File: config.mk
export PLATFORM = sky130hd
export DESIGN_NAME = mpeg_audio_header_decoder_unit
export DESIGN_NICKNAME = d
export VERILOG_FILES = /design/src/design/mahd_pkg.sv /design/src/design/mahd_decode.sv /design/src/design/mahd_divide.sv /design/src/design/mpeg_audio_header_decoder_unit.sv
export SDC_FILE = /design/constraint.sdc
export NUM_CORES = 2
export LEC_CHECK = 0
export BUFFER_PORTS_ARGS = -buffer_cell sky130_fd_sc_hd__buf_2
export CAP_MARGIN = 20
export CORE_MARGIN = 2
export CORE_UTILIZATION = 55
export CTS_BUF_LIST = sky130_fd_sc_hd__clkbuf_8 sky130_fd_sc_hd__clkbuf_16
export DETAILED_ROUTE_END_ITERATION = 10
export GPL_TIMING_DRIVEN = 1
export PLACE_DENSITY_LB_ADDON = 0.1
export SLEW_MARGIN = 20
export SYNTH_ARGS = -nofsm -noshare
export SYNTH_HDL_FRONTEND = slang
export SYNTH_SLANG_ARGS = --single-unit
File: constraint.sdc
create_clock -name clk -period 12.4 [get_ports clk]
set_clock_uncertainty 0.15 [all_clocks]
set_input_delay 1.24 -clock clk [delete_from_list [all_inputs] [get_ports clk]]
set_output_delay 1.24 -clock clk [all_outputs]
set_load 0.01 [all_outputs]
File: src/design/mahd_pkg.sv
// Shared types, codes and lookup tables of the MPEG audio header decoder.
package mahd_pkg;

  // Result codes, in the order the checks are applied
  typedef enum logic [2:0] {
    ERR_NONE  = 3'd0,
    ERR_SYNC  = 3'd1,
    ERR_LAYER = 3'd2,
    ERR_RATE  = 3'd3,
    ERR_FREE  = 3'd4
  } err_code_t;

  localparam logic [31:0] SYNC_MASK        = 32'hffe0_0000;
  localparam logic [31:0] BAD_PATTERN_MASK = 32'h0000_fc00;

  // Layer codes as they appear in bits 18..17
  localparam logic [1:0] LCODE_NONE = 2'd0;
  localparam logic [1:0] LCODE_L3   = 2'd1;
  localparam logic [1:0] LCODE_L1   = 2'd3;

  localparam logic [17:0] L1_FACTOR  = 18'd12000;
  localparam logic [17:0] L23_FACTOR = 18'd144000;
  localparam logic [15:0] KBPS_TO_BYTES = 16'd125;

  localparam int NUM_W   = 26;  // frame size numerator
  localparam int DIV_W   = 16;  // divisor, fs or 2*fs
  localparam int RECIP_W = 14;  // floor(2^NUM_W / fs)
  localparam int QUO_W   = 14;  // first quotient estimate
  localparam int PROD_W  = NUM_W + RECIP_W;
  localparam int REM_W   = QUO_W + DIV_W;

  // Bitrate in kbit/s by [lsf][layer-1][bitrate index]
  localparam logic [8:0] KBPS_TBL [2][3][16] = '{
    '{ '{9'd0, 9'd32, 9'd64, 9'd96, 9'd128, 9'd160, 9'd192, 9'd224,
         9'd256, 9'd288, 9'd320, 9'd352, 9'd384, 9'd416, 9'd448, 9'd0},
       '{9'd0, 9'd32, 9'd48, 9'd56, 9'd64, 9'd80, 9'd96, 9'd112,
         9'd128, 9'd160, 9'd192, 9'd224, 9'd256, 9'd320, 9'd384, 9'd0},
       '{9'd0, 9'd32, 9'd40, 9'd48, 9'd56, 9'd64, 9'd80, 9'd96,
         9'd112, 9'd128, 9'd160, 9'd192, 9'd224, 9'd256, 9'd320, 9'd0} },
    '{ '{9'd0, 9'd32, 9'd48, 9'd56, 9'd64, 9'd80, 9'd96, 9'd112,
         9'd128, 9'd144, 9'd160, 9'd176, 9'd192, 9'd224, 9'd256, 9'd0},
       '{9'd0, 9'd8, 9'd16, 9'd24, 9'd32, 9'd40, 9'd48, 9'd56,
         9'd64, 9'd80, 9'd96, 9'd112, 9'd128, 9'd144, 9'd160, 9'd0},
       '{9'd0, 9'd8, 9'd16, 9'd24, 9'd32, 9'd40, 9'd48, 9'd56,
         9'd64, 9'd80, 9'd96, 9'd112, 9'd128, 9'd144, 9'd160, 9'd0} }
  };

  // Side information that rides along with the divide
  typedef struct packed {
    err_code_t   err;
    logic [1:0]  layer;
    logic        lsf;
    logic [1:0]  nch;
    logic [15:0] bitrate;
    logic [15:0] fs;
    logic        pad;
    logic        is_l1;
  } hdr_info_t;

  function automatic logic [8:0] kbps_lookup(input logic lsf, input logic [1:0] lcode,
                                             input logic [3:0] bidx);
    logic [1:0] lidx;
    lidx = 2'd3 - lcode;
    if (lcode == LCODE_NONE) begin
      return 9'd0;
    end
    return KBPS_TBL[lsf][lidx][bidx];
  endfunction

  function automatic logic [15:0] rate_lookup(input logic [3:0] sf);
    case (sf)
      4'd0: return 16'd44100;
      4'd1: return 16'd48000;
      4'd2: return 16'd32000;
      4'd3: return 16'd22050;
      4'd4: return 16'd24000;
      4'd5: return 16'd16000;
      4'd6: return 16'd11025;
      4'd7: return 16'd12000;
      4'd8: return 16'd8000;
      default: return 16'd0;
    endcase
  endfunction

  // floor(2^26 / fs); halving it gives floor(2^26 / (2*fs))
  function automatic logic [RECIP_W-1:0] recip_lookup(input logic [3:0] sf);
    case (sf)
      4'd0: return 14'd1521;
      4'd1: return 14'd1398;
      4'd2: return 14'd2097;
      4'd3: return 14'd3043;
      4'd4: return 14'd2796;
      4'd5: return 14'd4194;
      4'd6: return 14'd6086;
      4'd7: return 14'd5592;
      4'd8: return 14'd8388;
      default: return 14'd0;
    endcase
  endfunction

endpackage

File: src/design/mahd_decode.sv
// First stage: field decode, error checks, table lookups and numerator product.
module mahd_decode import mahd_pkg::*; (
  input  logic                 clk,
  input  logic                 rst,
  input  logic                 en,
  input  logic                 in_valid,
  input  logic [31:0]          header_word,
  output logic                 s1_valid,
  output logic [NUM_W-1:0]     s1_num,
  output logic [DIV_W-1:0]     s1_div,
  output logic [RECIP_W-1:0]   s1_recip,
  output hdr_info_t            s1_info
);

  logic [1:0]          lcode;
  logic                lsf;
  logic                ext25;
  logic [1:0]          rate_field;
  logic [3:0]          sf;
  logic [3:0]          bidx;
  logic [8:0]          kbps;
  logic [15:0]         fs;
  logic [RECIP_W-1:0]  recip;
  logic                l3_lsf;
  logic [26:0]         num_full;
  hdr_info_t           info;

  // Split the header word into its fields
  always_comb begin
    lcode      = header_word[18:17];
    ext25      = ~header_word[20];
    lsf        = header_word[20] ? ~header_word[19] : 1'b1;
    rate_field = header_word[11:10];
    bidx       = header_word[15:12];
    if (ext25) begin
      sf = 4'd6 + {2'b00, rate_field};
    end else begin
      sf = {2'b00, rate_field} + (lsf ? 4'd3 : 4'd0);
    end
    kbps   = kbps_lookup(lsf, lcode, bidx);
    fs     = rate_lookup(sf);
    recip  = recip_lookup(sf);
    l3_lsf = lsf && (lcode == LCODE_L3);
  end

  // Check in priority order and collect the side information
  always_comb begin
    info = '0;
    if ((header_word & SYNC_MASK) != SYNC_MASK ||
        (header_word & BAD_PATTERN_MASK) == BAD_PATTERN_MASK) begin
      info.err = ERR_SYNC;
    end else if (lcode == LCODE_NONE) begin
      info.err = ERR_LAYER;
    end else if (sf > 4'd8) begin
      info.err = ERR_RATE;
    end else if (bidx == 4'd0) begin
      info.err = ERR_FREE;
    end else begin
      info.err = ERR_NONE;
    end
    info.layer   = 2'd0 - lcode;
    info.lsf     = lsf;
    info.nch     = (header_word[7:6] == 2'b11) ? 2'd1 : 2'd2;
    info.bitrate = {7'b0, kbps} * KBPS_TO_BYTES;
    info.fs      = fs;
    info.pad     = header_word[9];
    info.is_l1   = (lcode == LCODE_L1);
  end

  // Numerator of the frame size division
  assign num_full = {18'b0, kbps} * {9'b0, (info.is_l1 ? L1_FACTOR : L23_FACTOR)};

  // Register the stage
  always_ff @(posedge clk) begin
    if (rst) begin
      s1_valid <= 1'b0;
    end else if (en) begin
      s1_valid <= in_valid;
    end
  end

  always_ff @(posedge clk) begin
    if (en) begin
      s1_num   <= num_full[NUM_W-1:0];
      s1_div   <= l3_lsf ? {fs[DIV_W-2:0], 1'b0} : fs;
      s1_recip <= l3_lsf ? (recip >> 1) : recip;
      s1_info  <= info;
    end
  end

endmodule

File: src/design/mahd_divide.sv
// Reciprocal divide: estimate stage, back-multiply stage, one-step correction.
module mahd_divide import mahd_pkg::*; (
  input  logic                 clk,
  input  logic                 rst,
  input  logic                 en,
  input  logic                 s1_valid,
  input  logic [NUM_W-1:0]     s1_num,
  input  logic [DIV_W-1:0]     s1_div,
  input  logic [RECIP_W-1:0]   s1_recip,
  input  hdr_info_t            s1_info,
  output logic                 q_valid,
  output logic [QUO_W-1:0]     quotient,
  output hdr_info_t            q_info
);

  logic [PROD_W-1:0]   est_prod;
  logic                s2_valid;
  logic [QUO_W-1:0]    s2_q0;
  logic [NUM_W-1:0]    s2_num;
  logic [DIV_W-1:0]    s2_div;
  hdr_info_t           s2_info;
  logic [REM_W-1:0]    back_prod;
  logic                s3_valid;
  logic [QUO_W-1:0]    s3_q0;
  logic [NUM_W-1:0]    s3_num;
  logic [DIV_W-1:0]    s3_div;
  logic [REM_W-1:0]    s3_back;
  hdr_info_t           s3_info;
  logic [REM_W-1:0]    rem;

  // Estimate: floor(num * recip / 2^26) is the quotient or one short of it
  assign est_prod = {{RECIP_W{1'b0}}, s1_num} * {{NUM_W{1'b0}}, s1_recip};

  // Back-multiply the estimate
  assign back_prod = {{DIV_W{1'b0}}, s2_q0} * {{QUO_W{1'b0}}, s2_div};

  // Correct the estimate by one when the remainder reaches the divisor
  assign rem      = {{(REM_W-NUM_W){1'b0}}, s3_num} - s3_back;
  assign quotient = (rem >= {{QUO_W{1'b0}}, s3_div}) ? s3_q0 + 1'b1 : s3_q0;
  assign q_valid  = s3_valid;
  assign q_info   = s3_info;

  // Advance valid bits
  always_ff @(posedge clk) begin
    if (rst) begin
      s2_valid <= 1'b0;
      s3_valid <= 1'b0;
    end else if (en) begin
      s2_valid <= s1_valid;
      s3_valid <= s2_valid;
    end
  end

  // Advance payload
  always_ff @(posedge clk) begin
    if (en) begin
      s2_q0   <= est_prod[PROD_W-1:NUM_W];
      s2_num  <= s1_num;
      s2_div  <= s1_div;
      s2_info <= s1_info;
      s3_q0   <= s2_q0;
      s3_num  <= s2_num;
      s3_div  <= s2_div;
      s3_back <= back_prod;
      s3_info <= s2_info;
    end
  end

endmodule

File: src/design/mpeg_audio_header_decoder_unit.sv
// Top level of the MPEG audio frame header decoder: pipeline and output register.
//
//  channel | direction | handshake            | payload
//  --------+-----------+----------------------+------------------------------------------
//  input   | in        | in_valid / in_ready  | header_word
//  result  | out       | out_valid/out_ready  | header_ok, error_code, frame_bytes, layer,
//          |           |                      | low_rate_flag, channel_count,
//          |           |                      | bitrate_bytes, sample_rate_hz
//
// One header word per cycle unless a held result stalls the pipeline.
// Each result is registered in the decode, estimate, back-multiply and output stages.
// Synchronous reset clears all valid bits; payload registers are not reset.
// A held result stalls the whole pipeline in place; nothing is dropped or repeated.
module mpeg_audio_header_decoder_unit import mahd_pkg::*; (
  input  logic        clk,
  input  logic        rst,
  input  logic        in_valid,
  output logic        in_ready,
  input  logic [31:0] header_word,
  output logic        out_valid,
  input  logic        out_ready,
  output logic        header_ok,
  output logic [2:0]  error_code,
  output logic [11:0] frame_bytes,
  output logic [1:0]  layer,
  output logic        low_rate_flag,
  output logic [1:0]  channel_count,
  output logic [15:0] bitrate_bytes,
  output logic [15:0] sample_rate_hz
);

  logic                adv;
  logic                s1_valid;
  logic [NUM_W-1:0]    s1_num;
  logic [DIV_W-1:0]    s1_div;
  logic [RECIP_W-1:0]  s1_recip;
  hdr_info_t           s1_info;
  logic                q_valid;
  logic [QUO_W-1:0]    quotient;
  hdr_info_t           q_info;
  logic [QUO_W-1:0]    padded;
  logic [11:0]         size;
  logic                ok;

  // Move every stage whenever the output register can take a beat
  assign adv      = ~out_valid | out_ready;
  assign in_ready = adv;

  mahd_decode u_decode (
    .clk         (clk),
    .rst         (rst),
    .en          (adv),
    .in_valid    (in_valid),
    .header_word (header_word),
    .s1_valid    (s1_valid),
    .s1_num      (s1_num),
    .s1_div      (s1_div),
    .s1_recip    (s1_recip),
    .s1_info     (s1_info)
  );

  mahd_divide u_divide (
    .clk      (clk),
    .rst      (rst),
    .en       (adv),
    .s1_valid (s1_valid),
    .s1_num   (s1_num),
    .s1_div   (s1_div),
    .s1_recip (s1_recip),
    .s1_info  (s1_info),
    .q_valid  (q_valid),
    .quotient (quotient),
    .q_info   (q_info)
  );

  // Add padding; layer 1 counts four-byte slots
  assign padded = quotient + {{(QUO_W-1){1'b0}}, q_info.pad};
  assign size   = q_info.is_l1 ? {padded[9:0], 2'b00} : padded[11:0];
  assign ok     = (q_info.err == ERR_NONE);

  // Output register
  always_ff @(posedge clk) begin
    if (rst) begin
      out_valid <= 1'b0;
    end else if (adv) begin
      out_valid <= q_valid;
    end
  end

  // Zero every field but the code on a rejected header
  always_ff @(posedge clk) begin
    if (adv) begin
      header_ok      <= ok;
      error_code     <= q_info.err;
      frame_bytes    <= ok ? size : 12'd0;
      layer          <= ok ? q_info.layer : 2'd0;
      low_rate_flag  <= ok & q_info.lsf;
      channel_count  <= ok ? q_info.nch : 2'd0;
      bitrate_bytes  <= ok ? q_info.bitrate : 16'd0;
      sample_rate_hz <= ok ? q_info.fs : 16'd0;
    end
  end

  // A good header always reports the ok code and a nonzero layer, channel count and sample rate
  assert property (@(posedge clk) disable iff (rst)
    out_valid |-> (header_ok == (error_code == ERR_NONE)))
    else $error("header_ok disagrees with error_code");

  assert property (@(posedge clk) disable iff (rst)
    out_valid && header_ok |-> layer != 2'd0 && channel_count != 2'd0 &&
                               sample_rate_hz != 16'd0)
    else $error("accepted header with empty fields");

  // A rejected header carries nothing but its code
  assert property (@(posedge clk) disable iff (rst)
    out_valid && !header_ok |-> frame_bytes == 12'd0 && bitrate_bytes == 16'd0 &&
                                layer == 2'd0 && !low_rate_flag)
    else $error("rejected header carries field data");

  // A beat taken at the input shows up in the first stage next cycle
  assert property (@(posedge clk) disable iff (rst)
    in_ready |=> s1_valid == $past(in_valid))
    else $error("first stage valid lost or invented");

  // The divide stages hold while the output is stalled
  assert property (@(posedge clk) disable iff (rst)
    out_valid && !out_ready |=> $stable(q_valid) && $stable(quotient))
    else $error("divide pipeline moved during stall");

endmodule
==> reports/metrics.cfg <==
[cts]
ctsResizeCount = 0
ctsHtreeMaxLevel = 2
cts_tree = built
clockBufferDepth = 3
clk_latency_ps = 550
cts_setup_buffers = 0
cts.sinks = 332
path_clk_slew_ps = 60
cts_made_buffers = 38
hold_buffers = 0
cts_root_buf = clkbuf_16

[detailed_routing]
wire_per_inst_um = 18.00
via_per_inst = 5.445
dr.first_iter.drc_count = 1056
drc = 0
drt_first_pass_iters = 5
vias = 21100
drtAntennaViolNets = 0
routed_wl_um = 69770

[layout]
final_area_um2 = 34540
layout_commonest_cell = inv_1
num-fill-cells = 4875
layout.nets = 3845
drive_above_1_share = 0.05498
layout_common_cells = inv_1, fa_1, nand2_1
antenna_cells = 0
syn_to_final_growth_pct = 7.166

[global_route]
grt_pass1_wl_um = 116600
grt_pass1_vias = 22712
grt_use_total = 0.2445
gr-total-overflow = 0
antenna_found_initial = 0
grt_max_degree = 176

[die]
dieArea_um2 = 60560
die_y_um = 246.1
num_rows = 88
core-area_um2 = 57810
die_x_um = 246.1
ios = 91
initial_core_util = 0.5576

[sta]
period_minus_slack_ps = 7820
setup_violations = 0
rsz0062_at_grt = no
slew_viol_final = 0
setup_tns_ps = 0
hold_viol_final = 0
slew-limit-headroom = 0.2284
worst_pin_slew_ps = 1157
period_share = 0.6306
fmax_mhz = 127.9

[flow_run]
cap_violations = 0

[synth]
yosysWarningCount = 0
ys.flop_type = edfxtp_1
ys_top_cells_by_area = edfxtp_1, fa_1, ha_1
ys_types = 82
synth.yosys.seq_area_share = 0.3081
async_flop_share = 0
synth-seq-cells = 332
syn_area_um2 = 32230
avgSynthCellArea_um2 = 10.59
synth_edf_count = 328
synth.top_cell.area_share = 0.3056
synth_cells = 3043
synth_top_area_cell = edfxtp_1

[setup_path]
end_kind = register
crit_fanout = 11
r2r_slack_ps = 4860
worst_path_max_delay_cell = fa_1
arrival_ps = 7960
crit_top_cell = a21oi_1
required_ps = 12540
worstSetupPathType = in2reg
start_kind = primary input
crit_path_max_incr_delay_ps = 550

[run_status]
status = finished clean

[place]
place_congestion = 0.8645
placement.io_buffers = 78
dp_hpwl_um = 53440
postPlaceCellArea_um2 = 33350

[min_path]
hp-class = reg2reg

## routing by layer
layer  GRT usage  wire length [um]  vias to the layer above  share of wire
met5           0                 0                        -              0
met4     0.05900              1506                        0          0.022
met3     0.03410              3402                      107          0.049
met2      0.4266             34620                      490           0.50
met1      0.3226             30240                    10590           0.43
li1            -                 -                     9913              -
## critical path, delay by kind of cell
kind | cells | cell delay [ps]
compound gates | 14 | 2550
fa+ha+maj | 6 | 2410
buf+inv | 4 | 820
simple gates | 5 | 920
## state kept, by name, indices dropped and copies added, names as in the netlist, 15 cells and up
signal	flops
u_divide.s3_div	15
u_divide.s2_info	37
u_divide.s3_back	30
u_divide.s2_num	18
u_divide.s3_num	18
u_decode.s1_info	37
u_divide.q_info	37
u_divide.s2_div	15
u_decode.s1_num	18
u_decode.s1_div	15
## cell type report
| type | count | area [um2] | area share |
|---|---|---|---|
| sequential | 332 | 9930 | 0.2875 |
| tap | 765 | 957.2 | 0.02771 |
| clock inverter | 29 | 244.0 | 0.007063 |
| timing repair buffer | 93 | 515.5 | 0.01492 |
| clock buffer | 38 | 950.9 | 0.02753 |
| multi-input combinational | 2078 | 19910 | 0.5764 |
| inverter | 540 | 2034 | 0.05890 |
## kinds of logic (layout without fill, tap and decap cells)
logic type      count (synthesis)  in the layout  synth area share
mux                            21             21          0.006831
buf+inv                       656            700           0.07728
simple gates                  862            862            0.1336
xor+xnor                       98             98           0.02663
fa+ha+maj                     726            726            0.3773
compound gates                346            346           0.07003
other cells                     2             25         0.0002330
flops                         332            332            0.3081
## per-stage QoR
step                      cells  utilization  hold slack, ps  worst slack (ps)
final                      3875       0.5976           263.2              4580
after global routing       3875       0.5976           268.3              3942
after CTS                  3875       0.5976           264.4              4592
after detailed placement   3808       0.5769           254.5              4028
after global placement     3808       0.5769           250.4              4000
after floorplan            3066            -           250.3              3111
## Yosys cell counts, types with 14 or more instances
master / instances
nor3_1: 26
o21ai_0: 57
nand3_1: 22
nand2_1: 354
and2_1: 256
ha_1: 316
nand2b_1: 16
inv_1: 537
nor2_1: 98
a211oi_1: 14
a21o_1: 21
a21oi_1: 116
xor2_1: 27
o21a_1: 15
clkbuf_1: 102
xnor2_1: 71
o21bai_1: 26
nand4_1: 15
mux2i_1: 16
fa_1: 410
edfxtp_1: 328
## path summary, 6_finish.rpt
kind / cells past startpoint / startpoint / end
max: 29 / header_word[20] / u_decode.s1_num[25]
min: 0 / u_divide.s2_info[1] / u_divide.q_info[1]
max reg2reg: 21 / u_decode.s1_recip[9] / u_divide.s2_q0[13]
min reg2reg: 0 / u_divide.s2_info[1] / u_divide.q_info[1]
Power is left out: the tool's default activity adds up to more than one toggle a clock period on the data nets, which glitch-free logic cannot reach.
